===== src/hw/rtl/ita_pkg.sv =====
// Package: shared types, constants and helpers of the integer-to-ASCII formatter.
`default_nettype none
package ita_pkg;

  localparam int unsigned WORD_W     = 32;
  localparam int unsigned NIB_W      = 4;
  localparam int unsigned DEC_DIGITS = 10;
  localparam int unsigned HEX_MAX    = 8;
  localparam int unsigned BCD_W      = DEC_DIGITS * NIB_W;
  localparam int unsigned STEP_W     = 6;

  // Command codes
  localparam logic CMD_DEC = 1'b0;
  localparam logic CMD_HEX = 1'b1;

  // Character codes
  localparam logic [7:0] CHAR_ZERO  = 8'h30;
  localparam logic [7:0] CHAR_A     = 8'h41;
  localparam logic [7:0] CHAR_MINUS = 8'h2D;

  // Sequencer states
  typedef enum logic [2:0] {
    ST_IDLE,
    ST_CONV,
    ST_SKIP,
    ST_SIGN,
    ST_EMIT
  } state_t;

  // Status of the double-dabble unit
  typedef struct packed {
    logic             busy;
    logic [BCD_W-1:0] bcd;
  } dab_stat_t;

  // One nibble as '0'-'9' / 'A'-'F'
  function automatic logic [7:0] nib_to_ascii(input logic [NIB_W-1:0] nib);
    logic [7:0] wide;
    wide = {4'h0, nib};
    if (nib < 4'd10) begin
      nib_to_ascii = CHAR_ZERO + wide;
    end else begin
      nib_to_ascii = CHAR_A + wide - 8'd10;
    end
  endfunction

endpackage
`default_nettype wire


===== src/hw/rtl/ita_if.sv =====
// Interfaces: input channel and character channel of the formatter.
`default_nettype none
interface ita_in_if;
  logic        valid;
  logic        ready;
  logic        command;
  logic [31:0] value;
  logic [3:0]  hex_digits;

  modport source (output valid, output command, output value, output hex_digits,
                  input ready);
  modport sink   (input valid, input command, input value, input hex_digits,
                  output ready);
endinterface

interface ita_out_if;
  logic       valid;
  logic       ready;
  logic [7:0] character;
  logic       last;

  modport source (output valid, output character, output last, input ready);
  modport sink   (input valid, input character, input last, output ready);
endinterface
`default_nettype wire


===== src/hw/rtl/integer_to_ascii_formatter.sv =====
// Top level: sequencer, digit register and output register of the formatter.
`default_nettype none
// Formats one 32-bit word per input transfer as ASCII characters, most significant
// first, with last set on the final character. command 0 prints the word as a
// signed decimal (leading '-', no leading zeros, "0" for zero); command 1 prints
// the low hex_digits nibbles (saturated at 8) as 0-9/A-F, and nothing at all for
// zero digits. One item at a time: in_ch.ready is high only while the sequencer
// is idle. A decimal item runs the conversion (32 double-dabble steps plus the
// handoff of the result), then drops leading zeros in ST_SKIP, loads a '-' in
// ST_SIGN when negative and the digits in ST_EMIT. Dropped zeros and digits
// always add up to ten. A hex item with n digits drops 8 - n high nibbles in
// ST_SKIP and then emits n digits; with zero digits it emits nothing. A stalled
// output register holds the sequencer in ST_SIGN or ST_EMIT. The next item may
// be accepted while the final character still waits in the output register.
module integer_to_ascii_formatter
  import ita_pkg::*;
(
  input  wire logic  clk,
  input  wire logic  rst_n,
  ita_in_if.sink     in_ch,
  ita_out_if.source  out_ch
);

  state_t           state_r, state_nxt;
  logic [BCD_W-1:0] dig_r, dig_nxt;
  logic [3:0]       cnt_r, cnt_nxt;
  logic [3:0]       lim_r, lim_nxt;
  logic             hex_r, hex_nxt;
  logic             neg_r, neg_nxt;
  logic             out_valid_r, out_valid_nxt;
  logic [7:0]       out_char_r, out_char_nxt;
  logic             out_last_r, out_last_nxt;

  logic              in_xfer;
  logic              slot_free;
  logic              dab_start;
  logic [WORD_W-1:0] dab_mag;
  dab_stat_t         dab_stat;
  logic [NIB_W-1:0]  top_nib;
  logic [3:0]        hex_n;
  logic              skip;

  ita_dabble u_dabble (
    .clk   (clk),
    .rst_n (rst_n),
    .start (dab_start),
    .mag   (dab_mag),
    .stat  (dab_stat)
  );

  assign in_ch.ready = (state_r == ST_IDLE);
  assign in_xfer     = in_ch.valid && in_ch.ready;
  assign slot_free   = !out_valid_r || out_ch.ready;
  assign top_nib     = dig_r[BCD_W-1 -: NIB_W];
  assign hex_n       = (in_ch.hex_digits > 4'(HEX_MAX)) ? 4'(HEX_MAX) : in_ch.hex_digits;
  assign dab_start   = in_xfer && (in_ch.command == CMD_DEC);
  assign dab_mag     = in_ch.value[WORD_W-1] ? (WORD_W'(0) - in_ch.value) : in_ch.value;
  // Drop leading zeros in decimal, unwanted high nibbles in hex
  assign skip        = (cnt_r > lim_r) && (hex_r || (top_nib == '0));

  // Sequencer
  always_comb begin
    state_nxt     = state_r;
    dig_nxt       = dig_r;
    cnt_nxt       = cnt_r;
    lim_nxt       = lim_r;
    hex_nxt       = hex_r;
    neg_nxt       = neg_r;
    out_valid_nxt = out_valid_r && !out_ch.ready;
    out_char_nxt  = out_char_r;
    out_last_nxt  = out_last_r;
    case (state_r)
      ST_IDLE: begin
        if (in_xfer) begin
          if (in_ch.command == CMD_HEX) begin
            dig_nxt = {in_ch.value, {(BCD_W-WORD_W){1'b0}}};
            cnt_nxt = 4'(HEX_MAX);
            lim_nxt = hex_n;
            hex_nxt = 1'b1;
            neg_nxt = 1'b0;
            if (hex_n != '0) begin
              state_nxt = ST_SKIP;
            end
          end else begin
            cnt_nxt   = 4'(DEC_DIGITS);
            lim_nxt   = 4'd1;
            hex_nxt   = 1'b0;
            neg_nxt   = in_ch.value[WORD_W-1];
            state_nxt = ST_CONV;
          end
        end
      end
      ST_CONV: begin
        if (!dab_stat.busy) begin
          dig_nxt   = dab_stat.bcd;
          state_nxt = ST_SKIP;
        end
      end
      ST_SKIP: begin
        if (skip) begin
          dig_nxt = {dig_r[BCD_W-NIB_W-1:0], {NIB_W{1'b0}}};
          cnt_nxt = cnt_r - 1'b1;
        end else begin
          state_nxt = neg_r ? ST_SIGN : ST_EMIT;
        end
      end
      ST_SIGN: begin
        if (slot_free) begin
          out_valid_nxt = 1'b1;
          out_char_nxt  = CHAR_MINUS;
          out_last_nxt  = 1'b0;
          state_nxt     = ST_EMIT;
        end
      end
      ST_EMIT: begin
        if (slot_free) begin
          out_valid_nxt = 1'b1;
          out_char_nxt  = nib_to_ascii(top_nib);
          out_last_nxt  = (cnt_r == 4'd1);
          dig_nxt       = {dig_r[BCD_W-NIB_W-1:0], {NIB_W{1'b0}}};
          cnt_nxt       = cnt_r - 1'b1;
          if (cnt_r == 4'd1) begin
            state_nxt = ST_IDLE;
          end
        end
      end
      default: begin
        state_nxt = ST_IDLE;
      end
    endcase
  end

  always_ff @(posedge clk) begin
    if (!rst_n) begin
      state_r     <= ST_IDLE;
      out_valid_r <= 1'b0;
    end else begin
      state_r     <= state_nxt;
      out_valid_r <= out_valid_nxt;
    end
    dig_r      <= dig_nxt;
    cnt_r      <= cnt_nxt;
    lim_r      <= lim_nxt;
    hex_r      <= hex_nxt;
    neg_r      <= neg_nxt;
    out_char_r <= out_char_nxt;
    out_last_r <= out_last_nxt;
  end

  assign out_ch.valid     = out_valid_r;
  assign out_ch.character = out_char_r;
  assign out_ch.last      = out_last_r;

`ifndef ASSERT_OFF
  // Digit emission never starts from an empty count
  a_emit_cnt: assert property (@(posedge clk) disable iff (!rst_n)
    (state_r == ST_EMIT) |-> (cnt_r != '0))
    else $error("emit with zero digit count");

  // Loading the final character returns the sequencer to idle
  a_last_idle: assert property (@(posedge clk) disable iff (!rst_n)
    (state_r == ST_EMIT && slot_free && cnt_r == 4'd1) |=> (in_ch.ready && out_ch.last))
    else $error("final character did not end the item");

  // A decimal transfer starts the conversion unit
  a_dec_start: assert property (@(posedge clk) disable iff (!rst_n)
    (in_xfer && in_ch.command == CMD_DEC) |=> (state_r == ST_CONV && dab_stat.busy))
    else $error("decimal transfer did not start conversion");
`endif

endmodule
`default_nettype wire


===== src/hw/rtl/ita_dabble.sv =====
// Iterative binary-to-BCD unit: one shift-add-3 step per cycle, 32 steps per word.
`default_nettype none
module ita_dabble
  import ita_pkg::*;
(
  input  wire logic              clk,
  input  wire logic              rst_n,
  input  wire logic              start,
  input  wire logic [WORD_W-1:0] mag,
  output      dab_stat_t         stat
);

  logic [WORD_W-1:0] shift_r, shift_nxt;
  logic [BCD_W-1:0]  bcd_r, bcd_nxt;
  logic [STEP_W-1:0] step_r, step_nxt;
  logic [BCD_W-1:0]  bcd_adj;

  // Add 3 to every digit of 5 or more, digits are independent
  always_comb begin
    for (int d = 0; d < DEC_DIGITS; d++) begin
      if (bcd_r[d*NIB_W +: NIB_W] >= 4'd5) begin
        bcd_adj[d*NIB_W +: NIB_W] = bcd_r[d*NIB_W +: NIB_W] + 4'd3;
      end else begin
        bcd_adj[d*NIB_W +: NIB_W] = bcd_r[d*NIB_W +: NIB_W];
      end
    end
  end

  // Load on start, then shift one binary bit into the BCD word per cycle
  always_comb begin
    shift_nxt = shift_r;
    bcd_nxt   = bcd_r;
    step_nxt  = step_r;
    if (start) begin
      shift_nxt = mag;
      bcd_nxt   = '0;
      step_nxt  = STEP_W'(WORD_W);
    end else if (step_r != '0) begin
      {bcd_nxt, shift_nxt} = {bcd_adj[BCD_W-2:0], shift_r, 1'b0};
      step_nxt             = step_r - 1'b1;
    end
  end

  always_ff @(posedge clk) begin
    if (!rst_n) begin
      step_r <= '0;
    end else begin
      step_r <= step_nxt;
    end
    shift_r <= shift_nxt;
    bcd_r   <= bcd_nxt;
  end

  assign stat.busy = (step_r != '0);
  assign stat.bcd  = bcd_r;

endmodule
`default_nettype wire


===== src/flat_wrapper.sv =====
// flat-port wrapper written by rule: the top's interface ports become plain ports
module integer_to_ascii_formatter_flat import ita_pkg::*;
  (clk, rst_n, in_ch_valid, in_ch_command, in_ch_value, in_ch_hex_digits, in_ch_ready, out_ch_valid, out_ch_character, out_ch_last, out_ch_ready);
  ita_in_if in_ch_i ();
  ita_out_if out_ch_i ();
  input  wire logic clk;
  input  wire logic rst_n;
  input wire logic [$bits(in_ch_i.valid)-1:0] in_ch_valid;
  input wire logic [$bits(in_ch_i.command)-1:0] in_ch_command;
  input wire logic [$bits(in_ch_i.value)-1:0] in_ch_value;
  input wire logic [$bits(in_ch_i.hex_digits)-1:0] in_ch_hex_digits;
  output wire logic [$bits(in_ch_i.ready)-1:0] in_ch_ready;
  output wire logic [$bits(out_ch_i.valid)-1:0] out_ch_valid;
  output wire logic [$bits(out_ch_i.character)-1:0] out_ch_character;
  output wire logic [$bits(out_ch_i.last)-1:0] out_ch_last;
  input wire logic [$bits(out_ch_i.ready)-1:0] out_ch_ready;
  assign in_ch_i.valid = in_ch_valid;
  assign in_ch_i.command = in_ch_command;
  assign in_ch_i.value = in_ch_value;
  assign in_ch_i.hex_digits = in_ch_hex_digits;
  assign in_ch_ready = in_ch_i.ready;
  assign out_ch_valid = out_ch_i.valid;
  assign out_ch_character = out_ch_i.character;
  assign out_ch_last = out_ch_i.last;
  assign out_ch_i.ready = out_ch_ready;
  integer_to_ascii_formatter u_core (.clk(clk), .rst_n(rst_n), .in_ch(in_ch_i), .out_ch(out_ch_i));
endmodule

===== config.mk =====
export PLATFORM = sky130hd
export DESIGN_NAME = integer_to_ascii_formatter_flat
export DESIGN_NICKNAME = d
export VERILOG_FILES = /design/src/hw/rtl/ita_pkg.sv /design/src/hw/rtl/ita_if.sv /design/src/hw/rtl/integer_to_ascii_formatter.sv /design/src/hw/rtl/ita_dabble.sv /design/src/flat_wrapper.sv
export SDC_FILE = /design/constraint.sdc
export NUM_CORES = 1
export LEC_CHECK = 0
export ABC_AREA = 1
export BUFFER_PORTS_ARGS = -buffer_cell sky130_fd_sc_hd__buf_2
export CAP_MARGIN = 20
export CORE_MARGIN = 4
export CORE_UTILIZATION = 50
export DETAILED_ROUTE_END_ITERATION = 12
export PLACE_DENSITY_LB_ADDON = 0.3
export RECOVER_POWER = 50
export SETUP_SLACK_MARGIN = 0.02
export SLEW_MARGIN = 20
export SYNTH_ARGS = -nofsm -noshare
export SYNTH_HDL_FRONTEND = slang
export SYNTH_SLANG_ARGS = --single-unit
export TNS_END_PERCENT = 20

===== constraint.sdc =====
create_clock -name clk -period 3.4 [get_ports clk]
set_input_delay 0.17 -clock clk [delete_from_list [all_inputs] [get_ports clk]]
set_output_delay 0.17 -clock clk [all_outputs]
set_load 0.02 [all_outputs]

# == Yosys cells after proc, flatten, opt, wreduce, memory -nomap -nowiden ==
# Cells that the tools add are included.
# op_classes
muxes,47
n_bitwise,2
n_addsub,16
reduce_logical,23
order_cmp,13
n_eq_ne,14
# ops
op,count
$mux W40,5
$pmux W40 S4,1
$mux W32,3
$mux W4,13
$ge A4 B3 Y1 const B,10
$add A4 B2 Y4 const B,9
$sub A1 B32 Y32 const A,1
$mux W3,10
$mux W8,3
$pmux W8 S2,1
$pmux W3 S5,1
$mux W6,2
$pmux W4 S3,1
$add A7 B4 Y8 const A,1
$ne A2 B1 Y1 const B,4
$ne A2 B2 Y1 const B,4
$reduce_bool A4 Y1,2
$sub A8 B4 Y8 const B,1
$add A6 B4 Y7 const A,1
$reduce_and A7 Y1,1
$eq A3 B2 Y1 const B,2
$reduce_and A6 Y1,1
$reduce_bool A6 Y1,1
$sub A6 B1 Y6 const B,1
24 further kinds,36
# word_totals
regBits,141
output_inout_bits,11
wordCells,128
in_bits,41

# == Depth between registers and ports, before layout ==
# logic_depth
word_depth,7
mapped_depth,10
mapped_depth_nobuf,10

# == By module ==
# A second synthesis with hierarchy kept.
# unflattened
cells_unflattened,1096
hier_area_um2,8385.5
# by_module_without_submodules
mod,seq_area_each_um2,area_each_um2,cells_each,n_inst
ita_dabble,1881.8,4259.1,606,1
integer_to_ascii_formatter,1821.7,4126.5,490,1

# == Worst setup path after synthesis ==
# No wires, ideal clock.
# synth_path
path_kind,register to register
startpoint,reg u_core.cnt_r[3]
endpoint,reg u_core.dig_r[0] (enable)
setup_ns,0.451
arrival_ns,3.145
path_slack_ns,-0.196
path_stages_with_launch,8
required_ns,2.949
cell_sequence,edfxtp_1 ha_1 nand2_1 o21ai_0 nand2_1 nand2_1 nand4_1 a21oi_1
# synth_between
elab_chain_cells,4
# synth_rtl
item,line,text
"start, declared",integer_to_ascii_formatter.sv:26,"logic [3:0] cnt_r, cnt_nxt;"
"start signal, assigned",integer_to_ascii_formatter.sv:142,cnt_r <= cnt_nxt;
$gt A4 B4 Y1,integer_to_ascii_formatter.sv:59,assign skip = (cnt_r > lim_r) && (hex_r || (top_nib == '0));
$logic_and A1 B1 Y1,integer_to_ascii_formatter.sv:59,
$ne A2 B1 Y1 (no source line),n/a,
$reduce_and A6 Y1 (no source line),n/a,
"end signal, assigned",integer_to_ascii_formatter.sv:141,dig_r <= dig_nxt;
"end, declared",integer_to_ascii_formatter.sv:25,"logic [BCD_W-1:0] dig_r, dig_nxt;"
# Every way passes these cells.
# A chain may end at the register's enable or synchronous reset.

# == Worst setup path after layout ==
# layout_path
startpoint,reg u_core.state_r[2]
endpoint,reg u_core.u_dabble.bcd_r[20]
# layout_between
elab_chain_cells,3
# layout_rtl
item,line,text
"start, declared",integer_to_ascii_formatter.sv:24,"state_t state_r, state_nxt;"
"start signal, assigned",integer_to_ascii_formatter.sv:138,state_r <= state_nxt;
$logic_not A3 Y1,integer_to_ascii_formatter.sv:51,assign in_ch.ready = (state_r == ST_IDLE);
$logic_and A1 B1 Y1,integer_to_ascii_formatter.sv:52,assign in_xfer = in_ch.valid && in_ch.ready;
$logic_and A1 B1 Y1,integer_to_ascii_formatter.sv:56,assign dab_start = in_xfer && (in_ch.command == CMD_DEC);
"end signal, assigned",ita_dabble.sv:51,bcd_r <= bcd_nxt;
"end, declared",ita_dabble.sv:14,"logic [BCD_W-1:0] bcd_r, bcd_nxt;"
# Every way passes these cells.

==> flow_summary.json <==
{
  "status": "complete, no violations",
  "die_h_microns": 134,
  "synth-edff-count": 90,
  "pwr_density_cell_nw_per_um2": 1050,
  "avgSynthCellArea_sq_um": 8.04,
  "cts.sinks": 140,
  "dr.max_layer_used": "met4",
  "p_comb_frac": 0.416,
  "cts_buffers": 17,
  "switchingPower_mw": 3.87,
  "slew_viol_final": 0,
  "rsz0062_at_grt": "no",
  "synth-seq-cells": 140,
  "worstPathRequired_ns": 3.71,
  "worstMarginPinSlew_ns": 1.32,
  "antenna_found_initial": 0,
  "place.gp.congestion": 0.865,
  "cts_buffer_depth": 2,
  "slew_headroom": 0.118,
  "synthCells": 982,
  "synth_top_area_share": 0.342,
  "swShare": 0.416,
  "wl_met2_microns": 8350,
  "fin_crit_ns": 2.75,
  "critPathLaunchType": "register",
  "period_share": 0.808,
  "grt_pass1_vias": 5933,
  "drc": 0,
  "gr-total-overflow": 0,
  "end_kind": "register",
  "clkTransAtPathRegs_ns": 0.07,
  "synth_cell_types": 37,
  "setup_viol": 0,
  "hold_slack_ns": 0.0271,
  "vias": 6497,
  "drive_gt1_frac": 0.0944,
  "grt_first_pass_wirelength_microns": 29000,
  "critPathMaxFanout": 39,
  "yosysTopAreaCell": "edfxtp_1",
  "ys_warn_count": 0,
  "finalWirelength_microns": 17900,
  "ctsHoldBuffers": 0,
  "num_rows": 45,
  "synthSimpleGateAreaFrac": 0.218,
  "hpwl_microns": 12400,
  "nNetsFinal": 1096,
  "muxShareOfSynthArea": 0,
  "p_int_mw": 5.42,
  "synth_fa_ha_area_frac": 0.0475,
  "ys_seq_area_frac": 0.469,
  "drtPass1Iterations": 5,
  "post_drt_wl_per_cell_microns": 14.3,
  "synth_area_leaders": "edfxtp_1 34%, dfxtp_1 13%, nand2_1 11%",
  "coreArea_sq_um": 15300,
  "m1WireLength_microns": 8360,
  "synth_xor_area_frac": 0.0266,
  "syn-cell-area_sq_um": 7900,
  "synth_compound_area_frac": 0.150,
  "critPathKind": "register to register",
  "p_seq_frac": 0.380,
  "start_util": 0.516,
  "power_mw": 9.29,
  "post_cts_resized": 0,
  "grt_max_degree": 58,
  "die-area_sq_um": 17900,
  "drtIter0Drc": 421,
  "antenna_cells": 0,
  "ioPinCount": 52,
  "synth_common_cells": "234 x nand2_1, 125 x inv_1, 98 x o21ai_0, 90 x edfxtp_1, 90 x nor2_1",
  "worstPathArrival_ns": 3.06,
  "via_per_inst": 5.20,
  "max_freq_mhz": 364,
  "synth_top_family_by_area": "simple AND/OR/NAND/NOR gates",
  "port_buffers": 50,
  "cts_setup_buffers": 0,
  "hold_violations": 0,
  "fp.dieW_microns": 134,
  "fin_tns_setup_ns": 0,
  "synth.most_common_cell": "nand2_1",
  "grt_usage": 0.202,
  "ys.flop_type": "edfxtp_1",
  "hp-class": "input pin to register",
  "ys_async_sr_fraction": 0,
  "area_delta_synth_final_pct": 12.4,
  "clk-insertion-delay-late_ns": 0.43,
  "cap_viol_max_count": 0,
  "route.met3.wl_microns": 817,
  "syn-num-nets": 1053,
  "skew_ns": 0.00833,
  "cts-root-buf": "clkbuf_16",
  "clkPwrFrac": 0.204,
  "p_leak_nw": 4.01,
  "h-tree-depth": 4,
  "peakVddDrop_v": 0.000502,
  "ant_nets": 0,
  "regToRegSetupSlack_ns": 0.65,
  "cts_tree": "built"
}
[cell type report]
| class | instances | area (sq um) |
|---|---|---|
| Fill cell | 1393 | 6430 |
| Multi-Input combinational cell | 674 | 3480 |
| Sequential cell | 140 | 3700 |
| Clock inverter | 15 | 174 |
| Timing Repair Buffer | 59 | 332 |
| Clock buffer | 17 | 425 |
| Tap cell | 211 | 264 |
| Inverter | 133 | 499 |
[cells in the final DEF, fill, tap and decap left out, drive strengths merged]
cell type / instances
or2: 3
o211ai: 1
dfxtp: 50
and2: 1
o21ai: 104
conb: 1
edfxtp: 90
xnor2: 6
a21oi: 65
nor2: 95
nand4: 11
clkbuf: 32
nand3: 59
buf: 44
clkinv: 4
bufinv: 2
clkinvlp: 2
a22oi: 32
nand3b: 4
nand2: 235
inv: 140
nor3: 3
a211oi: 2
o31ai: 3
o22ai: 1
ha: 30
xor2: 18
[routing by layer]
metal  GRT usage  vias to the layer above
met1       0.273                     2983
met5           0                        -
met4      0.0680                        0
met3      0.0419                       28
met2       0.327                      147
li1            -                     3339
[through the flow]
step / instance area [sq um] / std cells / utilization / worst slack [ns]
floorplan: 7900 / 982 / - / 0.690
global placement: 8330 / 1217 / 0.544 / 0.862
detailed placement: 8330 / 1217 / 0.544 / 0.799
CTS: 8920 / 1249 / 0.583 / 0.784
global route: 8880 / 1249 / 0.580 / 0.353
finish: 8880 / 1249 / 0.580 / 0.653
[flip-flops by register name (all words and copies together) (netlist names)]
register / cells
u_core.u_dabble.step_r: 6
u_core.u_dabble.shift_r: 32
u_core.state_r: 3
u_core.cnt_r: 4
u_core.out_ch.character: 7
u_core.neg_r: 1
u_core.dig_r: 40
u_core.out_ch.valid: 1
u_core.lim_r: 4
u_core.out_ch.last: 1
u_core.u_dabble.bcd_r: 40
u_core.hex_r: 1
[worst max-delay path, cell delays in order, from the launching register on]
cell      delay [ns]
dfxtp_1         0.33
inv_1           0.14
nand2_1         0.10
nor2_1          0.09
clkbuf_1        0.36
nand2_1         0.40
inv_1           0.65
buf_12          0.29
a21oi_1         0.06
o21ai_0         0.12
inv_1           0.07
[worst paths after layout]
check,to,startpoint,cells after the start
worst min register to register,u_core.u_dabble.bcd_r[7]$_SDFFE_PP0P_,u_core.u_dabble.bcd_r[7]$_SDFFE_PP0P_,2
worst min-delay path,u_core.lim_r[3]$_SDFFCE_PN0P_,in_ch_hex_digits[3],3
worst max-delay path,u_core.u_dabble.bcd_r[20]$_SDFFE_PP0P_,u_core.state_r[2]$_SDFFE_PN0P_,10
worst max register to register,u_core.u_dabble.bcd_r[20]$_SDFFE_PP0P_,u_core.state_r[2]$_SDFFE_PN0P_,10
[kinds of logic (layout without fill, tap and decap cells)]
family,Yosys count,after routing
flops,140,140
fa+ha+maj,30,30
simple gates,411,411
other cells,1,1
buf+inv,168,224
compound gates,208,208
xor+xnor,24,24
[power groups by stage]
stage | registers (mW) | logic [mW] | clock network [mW]
final | 3.53 | 3.87 | 1.90
after floorplan | 3.44 | 3.03 | 0
after detailed placement | 3.54 | 3.90 | 0
after global placement | 3.54 | 3.79 | 0
after global routing | 3.62 | 4.51 | 2.00
after CTS | 3.53 | 3.93 | 1.92
Note: power is estimated with default switching activity, not from simulation.
